## src/sv/assert_macros.svh

```systemverilog
// Assertion macros used by the RTL of the 1-Wire bus master.
`ifndef ASSERT_MACROS_SVH
`define ASSERT_MACROS_SVH
`ifndef ASSERT_OFF
// Property must hold at every clock edge outside reset.
`define OWM_ASSERT(lbl, clk, rst_n, prop, msg) \
  lbl: assert property (@(posedge clk) disable iff (!rst_n) prop) else $error(msg);
// Condition must never be true at a clock edge outside reset.
`define OWM_NEVER(lbl, clk, rst_n, cond, msg) \
  lbl: assert property (@(posedge clk) disable iff (!rst_n) !(cond)) else $error(msg);
`else
`define OWM_ASSERT(lbl, clk, rst_n, prop, msg)
`define OWM_NEVER(lbl, clk, rst_n, cond, msg)
`endif
`endif

```

## src/sv/owm_pkg.sv

```systemverilog
// Types, codes and constants of the 1-Wire bus master.
`default_nettype none
package owm_pkg;

  // Defaults of the top level parameters.
  localparam int TIMER_BITS_DEF     = 10;
  localparam int READ_LOW_US_DEF    = 1;
  localparam int READ_SAMPLE_US_DEF = 5;

  localparam int CFG_W     = 10;
  localparam int CFG_NUM   = 8;
  localparam int CFG_IDX_W = 3;

  localparam logic [7:0] SKIP_ROM = 8'hCC;
  localparam logic [3:0] BITS_PER_BYTE = 4'd8;

  // Configuration register indexes.
  typedef enum logic [CFG_IDX_W-1:0] {
    CFG_RESET_LOW      = 3'd0,
    CFG_PRESENCE_WIN   = 3'd1,
    CFG_RELEASE_WAIT   = 3'd2,
    CFG_WRITE_ONE_LOW  = 3'd3,
    CFG_WRITE_ONE_HIGH = 3'd4,
    CFG_WRITE_ZERO_LOW = 3'd5,
    CFG_WRITE_ZERO_HIGH = 3'd6,
    CFG_READ_RECOVERY  = 3'd7
  } cfg_idx_e;

  localparam logic [CFG_W-1:0] CFG_RESET_VAL [CFG_NUM] = '{
    10'd480, 10'd60, 10'd450, 10'd10, 10'd55, 10'd65, 10'd5, 10'd60
  };

  // Request codes carried by an input beat.
  typedef enum logic [2:0] {
    REQ_NONE  = 3'd0,
    REQ_RESET = 3'd1,
    REQ_WRITE = 3'd2,
    REQ_READ  = 3'd3,
    REQ_BCAST = 3'd4
  } req_e;

  // Result status codes.
  typedef enum logic [2:0] {
    ST_IDLE      = 3'd0,
    ST_BUSY      = 3'd1,
    ST_BYTE_DONE = 3'd2,
    ST_DONE      = 3'd3,
    ST_NO_PULLUP = 3'd4,
    ST_NO_DEVICE = 3'd5,
    ST_TIMEOUT   = 3'd6
  } status_e;

  // Kind of operation in progress.
  typedef enum logic [2:0] {
    OP_NONE  = 3'd0,
    OP_RESET = 3'd1,
    OP_WRITE = 3'd2,
    OP_READ  = 3'd3,
    OP_BCAST = 3'd4
  } op_e;

  // Stage of a broadcast sequence.
  typedef enum logic [1:0] {
    CMD_RESET = 2'd0,
    CMD_SKIP  = 2'd1,
    CMD_BYTE  = 2'd2
  } cmd_stage_e;

  // Result beat payload.
  typedef struct packed {
    logic       drive_low;
    logic [2:0] status;
    logic [7:0] rx_byte;
    logic       rx_valid;
  } out_item_t;

  // Zero durations that need at least one tick count as one.
  function automatic logic [CFG_W-1:0] at_least_one(input logic [CFG_W-1:0] v);
    return (v == '0) ? CFG_W'(1) : v;
  endfunction

endpackage
`default_nettype wire

```

## src/sv/owm_if.sv

```systemverilog
// Channel interfaces of the 1-Wire bus master: tick input, result output, config write.
`default_nettype none
interface owm_in_if;
  logic       valid;
  logic       ready;
  logic [2:0] req_type;
  logic       line_level;
  logic [7:0] tx_byte;
  logic       last_byte;
  modport source (output valid, req_type, line_level, tx_byte, last_byte, input ready);
  modport sink   (input valid, req_type, line_level, tx_byte, last_byte, output ready);
endinterface

interface owm_out_if;
  logic       valid;
  logic       ready;
  logic       drive_low;
  logic [2:0] status;
  logic [7:0] rx_byte;
  logic       rx_valid;
  modport source (output valid, drive_low, status, rx_byte, rx_valid, input ready);
  modport sink   (input valid, drive_low, status, rx_byte, rx_valid, output ready);
endinterface

interface owm_cfg_if;
  import owm_pkg::*;
  logic                 valid;
  logic                 ready;
  logic [CFG_IDX_W-1:0] index;
  logic [CFG_W-1:0]     data;
  modport source (output valid, index, data, input ready);
  modport sink   (input valid, index, data, output ready);
endinterface
`default_nettype wire

```

## src/sv/onewire_bus_master.sv

```systemverilog
// Top level of the 1-Wire bus master: timing sequencer, config registers, result register.
//
// Channel   Dir  Beat contents
// in_i      in   one 1 us tick: req_type, line_level, tx_byte, last_byte
// out_o     out  one result per tick: drive_low, status, rx_byte, rx_valid
// cfg_i     in   register index and 10-bit duration
//
// A new tick is accepted each cycle while no held result stalls the input.
// The sequencer state and the result register both update on the accepting edge.
// A result waiting in the output register does not block input while out_o.ready is high.
// With out_o.ready low a held result blocks input until it is taken.
// Reset restores the idle phase and the default timing registers; no clearing pass.
`default_nettype none
`include "assert_macros.svh"
module onewire_bus_master #(
  parameter int TIMER_BITS     = owm_pkg::TIMER_BITS_DEF,
  parameter int READ_LOW_US    = owm_pkg::READ_LOW_US_DEF,
  parameter int READ_SAMPLE_US = owm_pkg::READ_SAMPLE_US_DEF
) (
  input  wire         clk_i,
  input  wire         rst_ni,
  owm_in_if.sink      in_i,
  owm_out_if.source   out_o,
  owm_cfg_if.sink     cfg_i
);
  import owm_pkg::*;

  // Sequencer phases, one-hot.
  typedef enum logic [9:0] {
    PH_IDLE     = 10'b0000000001,
    PH_RST_LOW  = 10'b0000000010,
    PH_PRES     = 10'b0000000100,
    PH_REL_WAIT = 10'b0000001000,
    PH_REL_HOLD = 10'b0000010000,
    PH_W_LOW    = 10'b0000100000,
    PH_W_HIGH   = 10'b0001000000,
    PH_R_LOW    = 10'b0010000000,
    PH_R_WAIT   = 10'b0100000000,
    PH_R_REC    = 10'b1000000000
  } phase_e;

  localparam logic [TIMER_BITS-1:0] READ_LOW_T =
      TIMER_BITS'((READ_LOW_US > 0) ? READ_LOW_US : 1);
  localparam logic [TIMER_BITS-1:0] READ_WAIT_T = TIMER_BITS'(READ_SAMPLE_US + 1);

  logic [CFG_W-1:0] cfg_q [CFG_NUM];

  phase_e                phase_q, phase_d;
  logic [TIMER_BITS-1:0] timer_q, timer_d, timer_dec;
  logic                  timer_zero;
  logic [7:0]            shift_q, shift_d;
  logic [3:0]            bit_count_q, bit_count_d;
  op_e                   op_kind_q, op_kind_d;
  logic                  last_q, last_d;
  logic [7:0]            cmd_hold_q, cmd_hold_d;
  cmd_stage_e            cmd_stage_q, cmd_stage_d;

  logic       out_valid_q;
  out_item_t  out_q, res;
  logic       in_acc;

  // Events raised by a phase and resolved after the phase logic.
  logic       ev_reset_done, ev_wbit_done, ev_rbit_done, ev_byte_written;
  logic       ev_start_write, ev_load_write, ev_finish;
  logic [7:0] start_byte;
  status_e    fin_status;
  logic [CFG_W-1:0] high_time;

  // Handshakes: the result register frees itself when taken.
  assign in_i.ready  = !out_valid_q || out_o.ready;
  assign in_acc      = in_i.valid && in_i.ready;
  assign cfg_i.ready = 1'b1;

  assign out_o.valid     = out_valid_q;
  assign out_o.drive_low = out_q.drive_low;
  assign out_o.status    = out_q.status;
  assign out_o.rx_byte   = out_q.rx_byte;
  assign out_o.rx_valid  = out_q.rx_valid;

  // Timer counts down to zero and stays there.
  assign timer_dec  = (timer_q != '0) ? timer_q - TIMER_BITS'(1) : '0;
  assign timer_zero = (timer_dec == '0);

  // Next state and result for the current tick.
  always_comb begin
    phase_d     = phase_q;
    timer_d     = timer_q;
    shift_d     = shift_q;
    bit_count_d = bit_count_q;
    op_kind_d   = op_kind_q;
    last_d      = last_q;
    cmd_hold_d  = cmd_hold_q;
    cmd_stage_d = cmd_stage_q;

    res.drive_low = 1'b0;
    res.status    = ST_BUSY;
    res.rx_byte   = 8'h00;
    res.rx_valid  = 1'b0;

    ev_reset_done   = 1'b0;
    ev_wbit_done    = 1'b0;
    ev_rbit_done    = 1'b0;
    ev_byte_written = 1'b0;
    ev_start_write  = 1'b0;
    ev_load_write   = 1'b0;
    ev_finish       = 1'b0;
    start_byte      = in_i.tx_byte;
    fin_status      = ST_IDLE;
    high_time       = shift_q[0] ? cfg_q[CFG_WRITE_ONE_HIGH] : cfg_q[CFG_WRITE_ZERO_HIGH];

    case (phase_q)
      PH_IDLE: begin
        res.status = ST_IDLE;
        case (req_e'(in_i.req_type))
          REQ_RESET, REQ_BCAST: begin
            res.status = ST_BUSY;
            if (in_i.req_type == REQ_BCAST) begin
              op_kind_d   = OP_BCAST;
              cmd_hold_d  = in_i.tx_byte;
              cmd_stage_d = CMD_RESET;
            end else begin
              op_kind_d = OP_RESET;
            end
            // The request tick doubles as the pullup check.
            if (!in_i.line_level) begin
              ev_finish  = 1'b1;
              fin_status = ST_NO_PULLUP;
            end else begin
              phase_d = PH_RST_LOW;
              timer_d = TIMER_BITS'(at_least_one(cfg_q[CFG_RESET_LOW]));
            end
          end
          REQ_WRITE: begin
            res.status     = ST_BUSY;
            op_kind_d      = OP_WRITE;
            last_d         = in_i.last_byte;
            ev_start_write = 1'b1;
            start_byte     = in_i.tx_byte;
          end
          REQ_READ: begin
            res.status  = ST_BUSY;
            op_kind_d   = OP_READ;
            last_d      = in_i.last_byte;
            shift_d     = 8'h00;
            bit_count_d = BITS_PER_BYTE;
            phase_d     = PH_R_LOW;
            timer_d     = READ_LOW_T;
          end
          default: ;
        endcase
      end
      PH_RST_LOW: begin
        res.drive_low = 1'b1;
        timer_d       = timer_dec;
        if (timer_zero) begin
          phase_d = PH_PRES;
          timer_d = TIMER_BITS'(at_least_one(cfg_q[CFG_PRESENCE_WIN]));
        end
      end
      PH_PRES: begin
        if (!in_i.line_level) begin
          phase_d = PH_REL_WAIT;
          timer_d = TIMER_BITS'(at_least_one(cfg_q[CFG_RELEASE_WAIT]));
        end else begin
          timer_d = timer_dec;
          if (timer_zero) begin
            ev_finish  = 1'b1;
            fin_status = ST_NO_DEVICE;
          end
        end
      end
      PH_REL_WAIT: begin
        timer_d = timer_dec;
        if (in_i.line_level) begin
          if (timer_zero) begin
            ev_reset_done = 1'b1;
          end else begin
            phase_d = PH_REL_HOLD;
          end
        end else if (timer_zero) begin
          ev_finish  = 1'b1;
          fin_status = ST_TIMEOUT;
        end
      end
      PH_REL_HOLD: begin
        timer_d = timer_dec;
        if (timer_zero) begin
          ev_reset_done = 1'b1;
        end
      end
      PH_W_LOW: begin
        res.drive_low = 1'b1;
        timer_d       = timer_dec;
        if (timer_zero) begin
          if (high_time != '0) begin
            phase_d = PH_W_HIGH;
            timer_d = TIMER_BITS'(high_time);
          end else begin
            ev_wbit_done = 1'b1;
          end
        end
      end
      PH_W_HIGH: begin
        timer_d = timer_dec;
        if (timer_zero) begin
          ev_wbit_done = 1'b1;
        end
      end
      PH_R_LOW: begin
        res.drive_low = 1'b1;
        timer_d       = timer_dec;
        if (timer_zero) begin
          phase_d = PH_R_WAIT;
          timer_d = READ_WAIT_T;
        end
      end
      PH_R_WAIT: begin
        timer_d = timer_dec;
        if (timer_zero) begin
          shift_d = {in_i.line_level, shift_q[7:1]};
          if (cfg_q[CFG_READ_RECOVERY] != '0) begin
            phase_d = PH_R_REC;
            timer_d = TIMER_BITS'(cfg_q[CFG_READ_RECOVERY]);
          end else begin
            ev_rbit_done = 1'b1;
          end
        end
      end
      PH_R_REC: begin
        timer_d = timer_dec;
        if (timer_zero) begin
          ev_rbit_done = 1'b1;
        end
      end
      default: begin
        ev_finish  = 1'b1;
        fin_status = ST_IDLE;
      end
    endcase

    // End of a write slot: shift out and count the bit.
    if (ev_wbit_done) begin
      shift_d = shift_d >> 1;
      if (bit_count_d <= 4'd1) begin
        bit_count_d     = 4'd0;
        ev_byte_written = 1'b1;
      end else begin
        bit_count_d   = bit_count_d - 4'd1;
        ev_load_write = 1'b1;
      end
    end

    // Reset sequence finished: a broadcast goes on with skip-ROM.
    if (ev_reset_done) begin
      if (op_kind_d == OP_BCAST) begin
        cmd_stage_d    = CMD_SKIP;
        ev_start_write = 1'b1;
        start_byte     = SKIP_ROM;
      end else begin
        ev_finish  = 1'b1;
        fin_status = ST_DONE;
      end
    end

    // A whole byte went out.
    if (ev_byte_written) begin
      if (op_kind_d == OP_BCAST) begin
        if (cmd_stage_d == CMD_SKIP) begin
          cmd_stage_d    = CMD_BYTE;
          ev_start_write = 1'b1;
          start_byte     = cmd_hold_d;
        end else begin
          ev_finish  = 1'b1;
          fin_status = ST_DONE;
        end
      end else begin
        ev_finish  = 1'b1;
        fin_status = last_d ? ST_DONE : ST_BYTE_DONE;
      end
    end

    if (ev_start_write) begin
      shift_d       = start_byte;
      bit_count_d   = BITS_PER_BYTE;
      ev_load_write = 1'b1;
    end

    // Start a write slot with the low time of the next bit.
    if (ev_load_write) begin
      phase_d = PH_W_LOW;
      timer_d = TIMER_BITS'(at_least_one(shift_d[0] ? cfg_q[CFG_WRITE_ONE_LOW]
                                                    : cfg_q[CFG_WRITE_ZERO_LOW]));
    end

    // End of a read slot: deliver the byte after the eighth bit.
    if (ev_rbit_done) begin
      if (bit_count_d <= 4'd1) begin
        bit_count_d  = 4'd0;
        res.rx_byte  = shift_d;
        res.rx_valid = 1'b1;
        ev_finish    = 1'b1;
        fin_status   = last_d ? ST_DONE : ST_BYTE_DONE;
      end else begin
        bit_count_d = bit_count_d - 4'd1;
        phase_d     = PH_R_LOW;
        timer_d     = READ_LOW_T;
      end
    end

    if (ev_finish) begin
      res.status  = fin_status;
      phase_d     = PH_IDLE;
      timer_d     = '0;
      cmd_stage_d = CMD_RESET;
      op_kind_d   = OP_NONE;
    end
  end

  // Sequencer state advances once per accepted tick.
  always_ff @(posedge clk_i or negedge rst_ni) begin
    if (!rst_ni) begin
      phase_q     <= PH_IDLE;
      timer_q     <= '0;
      shift_q     <= 8'h00;
      bit_count_q <= 4'd0;
      op_kind_q   <= OP_NONE;
      last_q      <= 1'b0;
      cmd_hold_q  <= 8'h00;
      cmd_stage_q <= CMD_RESET;
    end else if (in_acc) begin
      phase_q     <= phase_d;
      timer_q     <= timer_d;
      shift_q     <= shift_d;
      bit_count_q <= bit_count_d;
      op_kind_q   <= op_kind_d;
      last_q      <= last_d;
      cmd_hold_q  <= cmd_hold_d;
      cmd_stage_q <= cmd_stage_d;
    end
  end

  // Result register with its valid flag.
  always_ff @(posedge clk_i or negedge rst_ni) begin
    if (!rst_ni) begin
      out_valid_q <= 1'b0;
    end else if (in_acc) begin
      out_valid_q <= 1'b1;
    end else if (out_o.ready) begin
      out_valid_q <= 1'b0;
    end
  end

  always_ff @(posedge clk_i) begin
    if (in_acc) begin
      out_q <= res;
    end
  end

  // Timing registers.
  always_ff @(posedge clk_i or negedge rst_ni) begin
    if (!rst_ni) begin
      for (int i = 0; i < CFG_NUM; i++) begin
        cfg_q[i] <= CFG_RESET_VAL[i];
      end
    end else if (cfg_i.valid && cfg_i.ready) begin
      cfg_q[cfg_i.index] <= cfg_i.data;
    end
  end

  // A read byte is only delivered together with a completion status.
  `OWM_ASSERT(a_rx_with_done, clk_i, rst_ni,
    (out_valid_q && out_q.rx_valid) |->
      (out_q.status == ST_DONE || out_q.status == ST_BYTE_DONE), "rx beat without done status")
  // An idle tick never pulls the line low.
  `OWM_ASSERT(a_idle_released, clk_i, rst_ni,
    (in_acc && phase_q == PH_IDLE) |=> !out_q.drive_low, "line driven on an idle tick")
  // Write slots always have bits left to send.
  `OWM_NEVER(a_write_bits, clk_i, rst_ni,
    (phase_q == PH_W_LOW || phase_q == PH_W_HIGH) && bit_count_q == 4'd0,
    "write slot with no bits left")
  // The idle phase carries no operation.
  `OWM_ASSERT(a_idle_no_op, clk_i, rst_ni,
    (phase_q == PH_IDLE) |-> (op_kind_q == OP_NONE && cmd_stage_q == CMD_RESET),
    "operation left over in idle")

endmodule
`default_nettype wire

```

## src/flat_wrapper.sv

```systemverilog
// flat-port wrapper written by rule: the top's interface ports become plain ports
module onewire_bus_master_flat import owm_pkg::*;
#(
  parameter int TIMER_BITS     = owm_pkg::TIMER_BITS_DEF,
  parameter int READ_LOW_US    = owm_pkg::READ_LOW_US_DEF,
  parameter int READ_SAMPLE_US = owm_pkg::READ_SAMPLE_US_DEF
)
  (clk_i, rst_ni, in_i_valid, in_i_req_type, in_i_line_level, in_i_tx_byte, in_i_last_byte, in_i_ready, out_o_valid, out_o_drive_low, out_o_status, out_o_rx_byte, out_o_rx_valid, out_o_ready, cfg_i_valid, cfg_i_index, cfg_i_data, cfg_i_ready);
  owm_in_if in_i_i ();
  owm_out_if out_o_i ();
  owm_cfg_if cfg_i_i ();
  input  wire clk_i;
  input  wire rst_ni;
  input wire logic [$bits(in_i_i.valid)-1:0] in_i_valid;
  input wire logic [$bits(in_i_i.req_type)-1:0] in_i_req_type;
  input wire logic [$bits(in_i_i.line_level)-1:0] in_i_line_level;
  input wire logic [$bits(in_i_i.tx_byte)-1:0] in_i_tx_byte;
  input wire logic [$bits(in_i_i.last_byte)-1:0] in_i_last_byte;
  output wire logic [$bits(in_i_i.ready)-1:0] in_i_ready;
  output wire logic [$bits(out_o_i.valid)-1:0] out_o_valid;
  output wire logic [$bits(out_o_i.drive_low)-1:0] out_o_drive_low;
  output wire logic [$bits(out_o_i.status)-1:0] out_o_status;
  output wire logic [$bits(out_o_i.rx_byte)-1:0] out_o_rx_byte;
  output wire logic [$bits(out_o_i.rx_valid)-1:0] out_o_rx_valid;
  input wire logic [$bits(out_o_i.ready)-1:0] out_o_ready;
  input wire logic [$bits(cfg_i_i.valid)-1:0] cfg_i_valid;
  input wire logic [$bits(cfg_i_i.index)-1:0] cfg_i_index;
  input wire logic [$bits(cfg_i_i.data)-1:0] cfg_i_data;
  output wire logic [$bits(cfg_i_i.ready)-1:0] cfg_i_ready;
  assign in_i_i.valid = in_i_valid;
  assign in_i_i.req_type = in_i_req_type;
  assign in_i_i.line_level = in_i_line_level;
  assign in_i_i.tx_byte = in_i_tx_byte;
  assign in_i_i.last_byte = in_i_last_byte;
  assign in_i_ready = in_i_i.ready;
  assign out_o_valid = out_o_i.valid;
  assign out_o_drive_low = out_o_i.drive_low;
  assign out_o_status = out_o_i.status;
  assign out_o_rx_byte = out_o_i.rx_byte;
  assign out_o_rx_valid = out_o_i.rx_valid;
  assign out_o_i.ready = out_o_ready;
  assign cfg_i_i.valid = cfg_i_valid;
  assign cfg_i_i.index = cfg_i_index;
  assign cfg_i_i.data = cfg_i_data;
  assign cfg_i_ready = cfg_i_i.ready;
  onewire_bus_master #(.TIMER_BITS(TIMER_BITS), .READ_LOW_US(READ_LOW_US), .READ_SAMPLE_US(READ_SAMPLE_US)) u_core (.clk_i(clk_i), .rst_ni(rst_ni), .in_i(in_i_i), .out_o(out_o_i), .cfg_i(cfg_i_i));
endmodule
```

## config.mk

```make
export PLATFORM = sky130hd
export DESIGN_NAME = onewire_bus_master_flat
export DESIGN_NICKNAME = d
export VERILOG_FILES = /design/src/sv/owm_pkg.sv /design/src/sv/owm_if.sv /design/src/sv/onewire_bus_master.sv /design/src/flat_wrapper.sv
export VERILOG_INCLUDE_DIRS = /design/src /design/src/sv
export SDC_FILE = /design/constraint.sdc
export NUM_CORES = 1
export LEC_CHECK = 0
export BUFFER_PORTS_ARGS = -buffer_cell sky130_fd_sc_hd__buf_2
export CORE_UTILIZATION = 40
export DETAILED_ROUTE_END_ITERATION = 6
export GPL_TIMING_DRIVEN = 0
export PLACE_DENSITY_LB_ADDON = 0.05
export SYNTH_ARGS = -nofsm -noshare
export SYNTH_HDL_FRONTEND = slang
export SYNTH_SLANG_ARGS = --single-unit
```

## constraint.sdc

```tcl
create_clock -name clk_i -period 5.8 [get_ports clk_i]
set_input_delay 1.16 -clock clk_i [delete_from_list [all_inputs] [get_ports clk_i]]
set_output_delay 1.16 -clock clk_i [all_outputs]
set_load 0.02 [all_outputs]
```

# Word level (Yosys, flattened, before mapping)
# Cells that the tools add are included.
classes:
  add_sub_neg: 3
  n_lt_le_gt_ge: 4
  eq_ne: 16
  n_mux: 129
  n_bitwise: 1
  reduce_logical: 20
op_table:
  columns: ["op", "n"]
  rows:
  - ["$mux 10", 34]
  - ["$pmux 10 s7", 2]
  - ["$mux 8", 12]
  - ["$bwmux 80", 1]
  - ["$mux 3", 17]
  - ["$logic_not 10->1", 5]
  - ["$pmux 10 s2", 2]
  - ["$mux 1", 37]
  - ["$demux 10 s3", 1]
  - ["$reduce_bool 10->1", 3]
  - ["$mux 4", 7]
  - ["$mux 2", 9]
  - ["$pmux 3 s3", 2]
  - ["$pmux 8 s2", 1]
  - ["$eq 10x1->1 const B", 1]
  - ["$eq 10x10->1 const B", 1]
  - ["$eq 10x2->1 const B", 1]
  - ["$eq 10x3->1 const B", 1]
  - ["$eq 10x4->1 const B", 1]
  - ["$eq 10x5->1 const B", 1]
  - ["$eq 10x6->1 const B", 1]
  - ["$eq 10x7->1 const B", 1]
  - ["$eq 10x8->1 const B", 1]
  - ["$eq 10x9->1 const B", 1]
  - ["21 further kinds", 30]
totals:
  regBits: 140
  input_bits: 31
  out_inout_bits: 16

# Longest topological paths before layout
# Gate-level depths: netlist of run 1.
logic_depth:
  depth_word: 19
  mapped_depth: 22

# Worst setup path before layout of run 1
# OpenSTA, ideal clock, no wires.
synth_path:
  kind: "input port to flip-flop"
  start: "input port in_i_req_type[0]"
  end: "register u_core.last_q"
  setup_ns: 0.125
  t_arrival_ns: 4.695
  t_required_ns: 5.675
  path_slack_ns: 0.980
  cell_stages: 19
  path_cell_list: "and3b_1 nand4_1 clkbuf_1 nand2_1 ha_1 nor2_1 nor3_1 and2_1 or4_1 a21oi_1 inv_1 ha_1 nor2_1 nor2_1 mux2i_1 a211oi_1 nor3_2 nand2_1 mux2_2"
synth_between:
  elab_chain_cells: 4
synth_lines:
  columns: ["item", "line_no", "source"]
  rows:
  - ["start: declaration", "flat_wrapper.sv:15", "input wire logic [$bits(in_i_i.req_type)-1:0] in_i_req_type;"]
  - ["$eq 3x2->1", "onewire_bus_master.sv:114", "case (req_e'(in_i.req_type))"]
  - ["$reduce_or 2->1 (no source line) *", null, null]
  - ["$mux 1 *", "onewire_bus_master.sv:114", null]
  - ["$mux 1 *", "onewire_bus_master.sv:111", "case (phase_q)"]
  - ["end signal: assignment", "onewire_bus_master.sv:336", "last_q <= last_d;"]
  - ["end: declaration", "onewire_bus_master.sv:54", "logic last_q, last_d;"]
# Every way passes the cells marked *; elsewhere a longest branch is shown, timed or not.
# A chain may end at the register's enable or synchronous reset.

# Worst setup path after layout of run 1
layout_path:
  start: "register u_core.timer_q[0]"
  end: "register u_core.phase_q[0]"
layout_between:
  elab_chain_cells: 16
layout_lines:
  columns: ["item", "line_no", "source"]
  rows:
  - ["start: declaration", "onewire_bus_master.sv:49", "logic [TIMER_BITS-1:0] timer_q, timer_d, timer_dec;"]
  - ["start signal: assignment", "onewire_bus_master.sv:332", "timer_q <= timer_d;"]
  - ["$sub 10x1->10 or $reduce_bool 10->1 (tied branches)", "onewire_bus_master.sv:81", "assign timer_dec = (timer_q != '0) ? timer_q - TIMER_BITS'(1) : '0;"]
  - ["$mux 10 *", "onewire_bus_master.sv:81", null]
  - ["$logic_not 10->1 *", "onewire_bus_master.sv:82", "assign timer_zero = (timer_dec == '0);"]
  - ["$mux 1", null, null]
  - ["$mux 1", "onewire_bus_master.sv:161", "if (!in_i.line_level) begin"]
  - ["$pmux 1 s2", "onewire_bus_master.sv:111", null]
  - ["$mux 2", "onewire_bus_master.sv:254", "if (ev_reset_done) begin"]
  - ["$eq 2x1->1", "onewire_bus_master.sv:268", "if (cmd_stage_d == CMD_SKIP) begin"]
  - ["$mux 1", "onewire_bus_master.sv:268", null]
  - ["$mux 1", "onewire_bus_master.sv:267", "if (op_kind_d == OP_BCAST) begin"]
  - ["$mux 1", "onewire_bus_master.sv:266", "if (ev_byte_written) begin"]
  - ["$mux 4 or $mux 1 (tied branches)", "onewire_bus_master.sv:282", "if (ev_start_write) begin"]
  - ["$le 4x1->1 or $mux 10 (tied branches)", "onewire_bus_master.sv:297, onewire_bus_master.sv:289", null]
  - ["$mux 10 or $mux 1 (tied branches)", "onewire_bus_master.sv:297", "if (bit_count_d <= 4'd1) begin"]
  - ["$mux 10 or $mux 1 (tied branches)", "onewire_bus_master.sv:296", "if (ev_rbit_done) begin"]
  - ["$mux 10 *", "onewire_bus_master.sv:310", "if (ev_finish) begin"]
  - ["end signal: assignment", "onewire_bus_master.sv:331", "phase_q <= phase_d;"]
  - ["end: declaration", "onewire_bus_master.sv:48", "phase_e phase_q, phase_d;"]
# Marks and branches as above.

==> results of run 1 <==
## worst max-delay path: stages, from the launching register on
cell and delay, ps:
dfrtp_1 380, buf_6 140, inv_1 70, ha_1 130, buf_2 200, or4b_1 450
buf_2 180, o31ai_4 270, nor2_1 130, or3_1 320, buf_2 200, or4_1 540
a21oi_1 400, inv_1 90, ha_1 250, nor2_1 210, nor2_1 80, mux2i_1 180
a211oi_2 130, nor3_4 510, o21ai_0 280, o2bb2ai_1 190
## cells by family (layout without fill, tap and decap cells)
| family | Yosys count | in the layout | synth area share, % |
|---|---|---|---|
| xor gates and xnor gates | 9 | 9 | 0.954 |
| AOI/OAI and AO/OA | 205 | 205 | 17.3 |
| buffers and inverters | 69 | 144 | 3.44 |
| muxes | 115 | 115 | 15.4 |
| other | 1 | 1 | 0.0454 |
| and+or+nand+nor | 283 | 283 | 18.5 |
| adders and majority gates | 5 | 5 | 0.758 |
| DFF | 140 | 140 | 43.6 |
## through the flow
step	std cells	TNS, ps	utilization [%]	hold WS [ps]	power [mW]
detailed placement	1140	-1920	43.7	478	3.01
finish	1172	0	46.7	490	4.10
global route	1172	0	46.7	532	4.33
global placement	1139	-1950	43.5	475	2.99
floorplan	827	0	-	450	2.50
CTS	1172	0	46.5	492	4.08
## layout make-up
| type | count | area share [%] |
|---|---|---|
| clock inverter | 14 | 1.40 |
| sequential | 140 | 38.1 |
| clock buffer | 18 | 4.54 |
| buffer | 56 | 2.51 |
| inverter | 13 | 0.516 |
| timing repair buffer | 43 | 2.58 |
| multi-input combinational | 618 | 46.8 |
| tap | 270 | 3.57 |
## layer usage
layer / up-vias / routed length [microns] / GRT usage (%)
li1: 3274 / - / -
met1: 3543 / 12100 / 34.9
met2: 213 / 13300 / 44.6
met3: 59 / 1150 / 4.42
met4: 0 / 873 / 10.4
met5: - / 0 / 0
## flip-flops by register name, indices dropped and copies added (netlist names)
register	flops
u_core.phase_q	10
u_core.out_o.valid	1
u_core.timer_q	10
u_core.cmd_stage_q	2
u_core.cfg_q	80
u_core.out_o.rx_byte	8
u_core.out_o.drive_low	1
u_core.op_kind_q	3
u_core.out_o.status	3
u_core.out_o.rx_valid	1
u_core.last_q	1
u_core.shift_q	8
u_core.cmd_hold_q	8
u_core.bit_count_q	4
## power by group
group	internal, mW	switching, mW
Combinational	0.625	0.942
Clock	0.598	0.474
Sequential	1.26	0.200
Total	2.48	1.62
## placed cells by master, fill, tap and decap left out, drive strengths merged, types with 10 or more instances in the layout
cell type / synthesis / final
mux2: 96 / 96
nor3: 31 / 31
nor4: 17 / 17
dfrtp: 99 / 99
mux2i: 19 / 19
dfstp: 28 / 28
nor2: 63 / 63
o21ai: 53 / 53
edfxtp: 13 / 13
nand2: 63 / 63
nand3: 20 / 20
inv: 13 / 19
clkbuf: 44 / 62
a22o: 10 / 10
buf: 12 / 55
a21oi: 31 / 31
## final timing paths
check / startpoint / endpoint / slack [ps] / cells past startpoint
hold / removal: u_core.shift_q[1] / u_core.shift_q[1] / 490 / 2
hold reg to reg: u_core.shift_q[1] / u_core.shift_q[1] / 490 / 2
min in group asynchronous: rst_ni / u_core.cmd_hold_q[3] / 600 / 1
setup / recovery: u_core.timer_q[0] / u_core.phase_q[0] / 380 / 21
setup reg to reg: u_core.timer_q[0] / u_core.phase_q[0] / 380 / 21
max in group asynchronous: rst_ni / u_core.cfg_q[64] / 4370 / 2
## timing repair
action                                  in CTS  in global routing
endpoints found under the setup margin       0                 12
hold buffers                                 0                  0
resized for setup                            0                  9
==> flow_metrics.py, run 1 <==
metrics = {
    "outcome": {
        "status": "completed",
    },
    "logic_synthesis": {
        "synth_top_area_share_pct": 30.0,
        "yosys_most_used_dff": "dfrtp_1",
        "yosys-top-cells-area": "dfrtp_1 (30%), mux2_2 (13%), dfstp_2 (8.9%)",
        "synth_area_leader_cell": "dfrtp_1",
        "yosysMostFrequentCell": "dfrtp_1",
        "yosysWarnings": 0,
        "synth.yosys.seq_area_share_pct": 43.6,
        "synth_common_cells": "dfrtp_1 (99), mux2_2 (96), nand2_1 (63), nor2_1 (63), o21ai_0 (53)",
        "synth_area_per_cell_sq_um": 9.99,
        "synth_edf_count": 13,
        "synthArstFlopShare_pct": 90.7,
        "ys_ff_latch": 140,
        "synth_nets": 863,
        "synth_cells": 827,
        "yosysUniqueCellTypes": 76,
        "syn_area_sq_um": 8260,
    },
    "finish": {
        "seqCellArea_sq_um": 3600,
        "fillers": 1947,
        "area_growth_syn_to_layout_pct": 14.5,
        "multiInputGateArea_sq_um": 4420,
        "fin_area_sq_um": 9460,
        "drive_gt1_share_pct": 25.1,
        "nets": 925,
        "n_antenna_cell": 0,
    },
    "global_routing": {
        "antenna_found_initial": 0,
        "grt_pass1_wl_mm": 42.9,
        "grt_util_all_layers_pct": 26.8,
        "grt_max_degree": 100,
        "grt_pass1_vias": 7209,
        "overflow": 0,
    },
    "drt": {
        "route.vias.total": 7089,
        "drtAntennaViolNets": 0,
        "drc": 0,
        "first_pass_iters": 7,
        "postRouteWirelength_mm": 27.4,
        "drtIter0Drc": 562,
        "wl_per_cell_microns": 23.4,
        "via_per_inst": 6.05,
    },
    "flow_run": {
        "cap_violations": 0,
    },
    "power_and_ir_drop": {
        "power_density_nw_per_um2": 433,
        "leakage_nw": 3.76,
        "ir_drop_uv": 213,
    },
    "placement": {
        "gp_congestion": 0.939,
        "place_hpwl_mm": 20.5,
        "portBuffers": 42,
        "pre_cts_slack_ps": -404,
        "placed_area_sq_um": 8850,
    },
    "clock_network": {
        "cts_max_level": 4,
        "clockRootBuffer": "clkbuf_16",
        "clk_latency_ps": 430,
        "clockBufferDepth": 2,
        "cts_sinks": 140,
        "numCtsBuffers": 17,
        "cts_tree": "built",
        "cts.reportedPaths.clkPinSlew_ps": 60,
        "cts_setup_buffers": 0,
    },
    "sta": {
        "drv_slew": 0,
        "setup_viol": 0,
        "hold_violations": 0,
        "rsz0062_at_grt": "no",
        "worst_pin_slew_ps": 1260,
        "maxSlewHeadroom_pct": 15.6,
        "fin_crit_sh_pct": 93.4,
        "period_minus_slack_ps": 5420,
        "max_clock_freq_mhz": 185,
        "layout_setup_ws_ps": 385,
        "finClkSkew_ps": 11.2,
    },
    "setup_path": {
        "critical_path.max_fanout": 10,
        "cp.arrival_ps": 5750,
        "worst_ep_required_time_ps": 6140,
        "worstSetupStartpointType": "flop",
        "crit_type": "flop to flop",
        "endpoint_kind": "flop",
    },
    "die": {
        "fp.coreArea_sq_um": 20200,
        "die-height_microns": 146,
        "top_level_ports": 47,
        "start_util_pct": 40.8,
        "rows": 52,
        "dieWidth_microns": 146,
        "dieArea_sq_um": 21200,
    },
    "worst_hold_path": {
        "hold_class": "flop to flop",
    },
}
Power figures use the tool's default switching activity.
==> run 2: changes to the inputs <==
- BUFFER_PORTS_ARGS: -buffer_cell sky130_fd_sc_hd__buf_2 -> -buffer_cell sky130_fd_sc_hd__buf_4
==> run 2 against run 1 <==
Against the previous run:
- critical path type is now primary input to flop
- register-to-register slack got worse by 110 ps
- count of clock-buffer cells in the layout increased by 1
- power is essentially flat
- clock power is essentially flat
- worst hold slack got worse by 1.3 ps
- wire length grew 1.0%
- via count up 0.87%
- core utilization rose by 0.53 points
==> flow_metrics.py, run 2 (synthesized netlist as in run 1, its figures left out) <==
metrics = {
    "clock_network": {
        "postCtsHoldBufs": 0,
        "cts_sinks": 140,
        "cts_max_level": 4,
        "cts.reportedPaths.clkPinSlew_ps": 60,
        "clk_latency_ps": 440,
        "numCtsBuffers": 17,
        "clockRootBuffer": "clkbuf_16",
        "clockBufferDepth": 2,
        "cts_tree": "built",
    },
    "global_routing": {
        "grt_max_degree": 99,
        "grt_pass1_vias": 7332,
        "grt_pass1_wl_mm": 43.5,
        "antenna_found_initial": 0,
        "overflow": 0,
        "grt_util_all_layers_pct": 27.1,
    },
    "die": {
        "start_util_pct": 40.8,
        "dieWidth_microns": 146,
        "fp.coreArea_sq_um": 20200,
        "die-height_microns": 146,
        "dieArea_sq_um": 21200,
        "rows": 52,
        "top_level_ports": 47,
    },
    "sta": {
        "worst_pin_slew_ps": 1250,
        "fin_crit_sh_pct": 95.9,
        "hold_violations": 0,
        "maxSlewHeadroom_pct": 16.0,
        "period_minus_slack_ps": 5560,
        "drv_slew": 0,
        "finClkSkew_ps": 12.1,
        "max_clock_freq_mhz": 180,
        "setup_viol": 0,
    },
    "drt": {
        "route.vias.total": 7151,
        "drtAntennaViolNets": 0,
        "wl_per_cell_microns": 23.6,
        "drtIter0Drc": 734,
        "via_per_inst": 6.09,
        "drc": 0,
        "first_pass_iters": 6,
        "postRouteWirelength_mm": 27.7,
    },
    "finish": {
        "finish.utilization_pct": 47.3,
        "final_common_cell": "dfrtp_1",
        "largest_register_ffs": 80,
        "final_cell_mix": "dfrtp_1 (99), mux2_2 (96), nor2_1 (63), nand2_1 (63), o21ai_0 (53)",
        "nets": 927,
        "drive_gt1_share_pct": 25.0,
        "area_growth_syn_to_layout_pct": 15.8,
        "largest_registers": "u_core.cfg_q: 80 flops, u_core.phase_q: 10 flops, u_core.timer_q: 10 flops",
        "fillers": 1949,
        "regMostFlops": "u_core.cfg_q",
        "layout.cells.non_filler": 1174,
        "n_antenna_cell": 0,
    },
    "setup_path": {
        "critPathMaxStageDelay_ps": 540,
        "worst_ep_required_time_ps": 6110,
        "cp_common_cell": "nand2_1",
        "crit_slowest_cell": "a211oi_1",
        "crit_type": "primary input to flop",
        "r2r_start": "u_core.phase_q[9]",
        "setup.worst_path.start": "in_i_req_type[2]",
        "crit_chain": "buf_4, and3b_1, nand4_1, clkbuf_1, nand2_1, ha_1, nor2_1, nor3_1, nand2_1, a211oi_1, a2bb2oi_1, buf_2, o21bai_1, ha_1, nor2_1, a221o_1, a211oi_1, nor3_4, nand2_1, mux2_2",
        "worstSetupStartpointType": "primary input",
        "cp.arrival_ps": 5880,
        "endpoint_kind": "flop",
        "critical_path.max_fanout": 10,
    },
    "placement": {
        "portBuffers": 42,
        "place_hpwl_mm": 20.6,
        "gp_congestion": 0.921,
        "dp.cells": 1140,
    },
    "power_and_ir_drop": {
        "leakage_nw": 3.79,
        "ir_drop_uv": 187,
        "total_power_mw": 4.10,
        "power_density_nw_per_um2": 429,
    },
    "flow_run": {
        "cap_violations": 0,
    },
    "outcome": {
        "status": "completed",
    },
    "worst_hold_path": {
        "worstHoldStart": "u_core.shift_q[1]",
        "hold_class": "flop to flop",
    },
}
-- run 2: cell count changes in the layout (fill, tap and decap cells not counted), moves of 2 or more --
cell        before  now
buf_2           46    5
buf_4            1   43
clkinv_4         4    2
clkinvlp_4       0    4
-- run 2: layout make-up --
type	count	area, sq um	area share [%]
timing repair buffer	45	362	3.78
multi-input combinational	618	4410	46.1
clock inverter	13	104	1.09
sequential	140	3600	37.7
clock buffer	19	464	4.85
tap	270	338	3.53
buffer	56	236	2.47
inverter	13	48.8	0.510
-- run 2: timing repair --
item	CTS	global route
endpoints found under the setup margin	1	11
gates cloned	0	0
pin swaps	0	1
setup buffers	0	1
gates resized for setup	1	4
-- run 2: worst max-delay path, delay by kind of cell --
kind / cells / cell delay (ps)
compound gates: 5 / 1590
fa+ha+maj: 2 / 510
buf+inv: 3 / 730
mux: 1 / 330
simple gates: 9 / 1570
-- run 2: through the flow --
stage	hold slack, ps	setup slack, ps	TNS (ps)	area (sq um)
after floorplan	450	980	0	8260
after global placement	475	-291	-742	8910
after detailed placement	479	-363	-1170	8950
after CTS	493	58.2	0	9520
after global routing	525	-0.309	-0.309	9560
final	489	237	0	9560
-- run 2: power by group --
part	switching, mW	internal, mW
logic	0.938	0.637
registers	0.205	1.26
clock network	0.472	0.591
total	1.61	2.49
-- run 2: routing by layer --
layer,global-route usage (%),vias to the layer above,routed length (microns)
met2,45.4,229,13700
met4,8.95,0,772
met3,4.83,42,1130
li1,-,3266,-
met1,35.4,3614,12100
met5,0,-,0
-- run 2: worst paths after layout --
kind / to / slack (ps) / cells after the start
worst max-delay path: u_core.last_q / 240 / 20
worst min-delay path: u_core.shift_q[1] / 490 / 2
worst max register to register: u_core.last_q / 270 / 20
worst min register to register: u_core.shift_q[1] / 490 / 2
max in group asynchronous: u_core.cfg_q[65] / 4390 / 2
min in group asynchronous: u_core.cmd_hold_q[4] / 600 / 1
==> run 3: changes to the inputs <==
- CELL_PAD_IN_SITES_DETAIL_PLACEMENT: default -> 0
- CELL_PAD_IN_SITES_GLOBAL_PLACEMENT: default -> 1
- MAX_ROUTING_LAYER: default -> met4
==> run 3 against run 2 <==
Against the previous run:
- maximum frequency rose by 1.8%
- sequential share of layout area decreased by 0.21 points
- cell count rose by 0.34%
- power is 1.6% higher
- core utilization rose by 0.27 points
- first-iteration DRC count is 29% lower
- clock skew increased by 1.2 ps
- wire length rose by 4.1%
==> flow_metrics.py, run 3 (synthesized netlist as in run 1, its figures left out) <==
metrics = {
    "clock_network": {
        "clockRootBuffer": "clkbuf_16",
        "postCtsHoldBufs": 0,
        "clockBufferDepth": 2,
        "cts.reportedPaths.clkPinSlew_ps": 60,
        "cts_tree": "built",
        "numCtsBuffers": 17,
        "clk_latency_ps": 430,
        "cts_sinks": 140,
        "cts_max_level": 4,
    },
    "placement": {
        "place_hpwl_mm": 21.8,
        "gp_congestion": 0.941,
        "placed_area_sq_um": 8960,
        "portBuffers": 42,
        "dp.cells": 1141,
    },
    "die": {
        "top_level_ports": 47,
        "fp.coreArea_sq_um": 20200,
        "start_util_pct": 40.8,
        "dieArea_sq_um": 21200,
        "rows": 52,
        "dieWidth_microns": 146,
        "die-height_microns": 146,
    },
    "sta": {
        "period_minus_slack_ps": 5470,
        "finClkSkew_ps": 13.3,
        "hold_violations": 0,
        "holdWs_ps": 501,
        "drv_slew": 0,
        "setup_viol": 0,
        "rsz0062_at_grt": "no",
        "max_clock_freq_mhz": 183,
        "worst_pin_slew_ps": 1170,
        "maxSlewHeadroom_pct": 19.9,
        "fin_crit_sh_pct": 94.3,
    },
    "drt": {
        "drc": 0,
        "drtIter0Drc": 523,
        "drtAntennaViolNets": 0,
        "wl_per_cell_microns": 24.5,
        "first_pass_iters": 7,
        "via_per_inst": 6.12,
        "route.vias.total": 7215,
        "postRouteWirelength_mm": 28.8,
    },
    "setup_path": {
        "worstSetupStartpointType": "primary input",
        "worst_ep_required_time_ps": 5910,
        "crit_slowest_cell": "clkbuf_1",
        "crit_chain": "buf_4, and3b_1, nand4_1, clkbuf_1, nand2_1, ha_1, nor2_1, nor3_1, and2_1, or4_1, a21oi_1, inv_1, ha_1, or2_2, nand4_1, clkbuf_1, o311ai_0",
        "critical_path.max_fanout": 10,
        "critPathMaxStageDelay_ps": 510,
        "crit_type": "primary input to flop",
        "endpoint_kind": "flop",
        "cp.arrival_ps": 5570,
    },
    "outcome": {
        "status": "completed",
    },
    "finish": {
        "drive_gt1_share_pct": 25.2,
        "final_cell_mix": "dfrtp_1 (99), mux2_2 (96), nor2_1 (63), nand2_1 (63), o21ai_0 (53)",
        "layout.cells.non_filler": 1178,
        "largest_registers": "u_core.cfg_q: 80 flops, u_core.phase_q: 10 flops, u_core.timer_q: 10 flops",
        "final_common_cell": "dfrtp_1",
        "finish.utilization_pct": 47.5,
        "n_antenna_cell": 0,
        "regMostFlops": "u_core.cfg_q",
        "nets": 931,
        "fin_area_sq_um": 9620,
        "largest_register_ffs": 80,
        "area_growth_syn_to_layout_pct": 16.5,
        "fillers": 1961,
    },
    "global_routing": {
        "grt_pass1_wl_mm": 43.7,
        "overflow": 0,
        "grt_max_degree": 73,
        "grt_util_all_layers_pct": 28.5,
        "grt_pass1_vias": 7238,
        "antenna_found_initial": 0,
    },
    "flow_run": {
        "cap_violations": 0,
    },
    "power_and_ir_drop": {
        "power_density_nw_per_um2": 433,
        "ir_drop_uv": 233,
        "leakage_nw": 3.82,
        "total_power_mw": 4.17,
    },
    "worst_hold_path": {
        "hold_class": "flop to flop",
    },
}
run 3: critical path: cells and delay by family:
kind | cells | cell delay [ps]
and+or+nand+nor | 9 | 2100
buffers and inverters | 4 | 1120
adders and majority gates | 2 | 530
AOI/OAI and AO/OA | 2 | 660
run 3: through the flow:
step	setup TNS [ps]	setup slack, ps
final	0	333
after global routing	0	40.1
after CTS	0	8.72
after detailed placement	-832	-266
after global placement	-674	-249
after floorplan	0	980
run 3: worst paths after layout:
path                                       start                endpoint  slack, ps  cells after the start
max                             in_i_req_type[0]  u_core.out_o.status[1]        330                     17
min                        u_core.bit_count_q[0]   u_core.bit_count_q[0]        500                      2
max reg2reg                    u_core.timer_q[0]  u_core.out_o.status[1]        430                     18
min reg2reg                u_core.bit_count_q[0]   u_core.bit_count_q[0]        500                      2
max in group asynchronous                 rst_ni        u_core.cfg_q[35]       4300                      2
min in group asynchronous                 rst_ni       u_core.phase_q[7]        690                      1
run 3: repair_timing:
action,CTS,global route
resized for setup,0,7
setup endpoints to repair,0,12
buffers inserted,0,3
run 3: layout make-up:
class                      instances  area [sq um]  area share (%)
timing repair buffer              49           399            4.15
multi-input combinational        618          4420            45.9
clock inverter                    14           145            1.51
clock buffer                      18           429            4.46
sequential                       140          3600            37.5
inverter                          13          48.8           0.507
tap                              270           338            3.51
buffer                            56           235            2.45
run 3: where the power goes:
group	switching, mW	internal [mW]	total, mW
registers	0.207	1.26	1.47
clock network	0.487	0.608	1.09
logic	0.964	0.643	1.61
run 3: layer usage:
layer | vias up | part of all wire [%] | GRT usage (%)
li1 | 3278 | - | -
met1 | 3658 | 44 | 35.3
met2 | 240 | 50 | 47.6
met3 | 39 | 4.3 | 4.61
met4 | 0 | 2.4 | 9.00
met5 | - | 0 | -
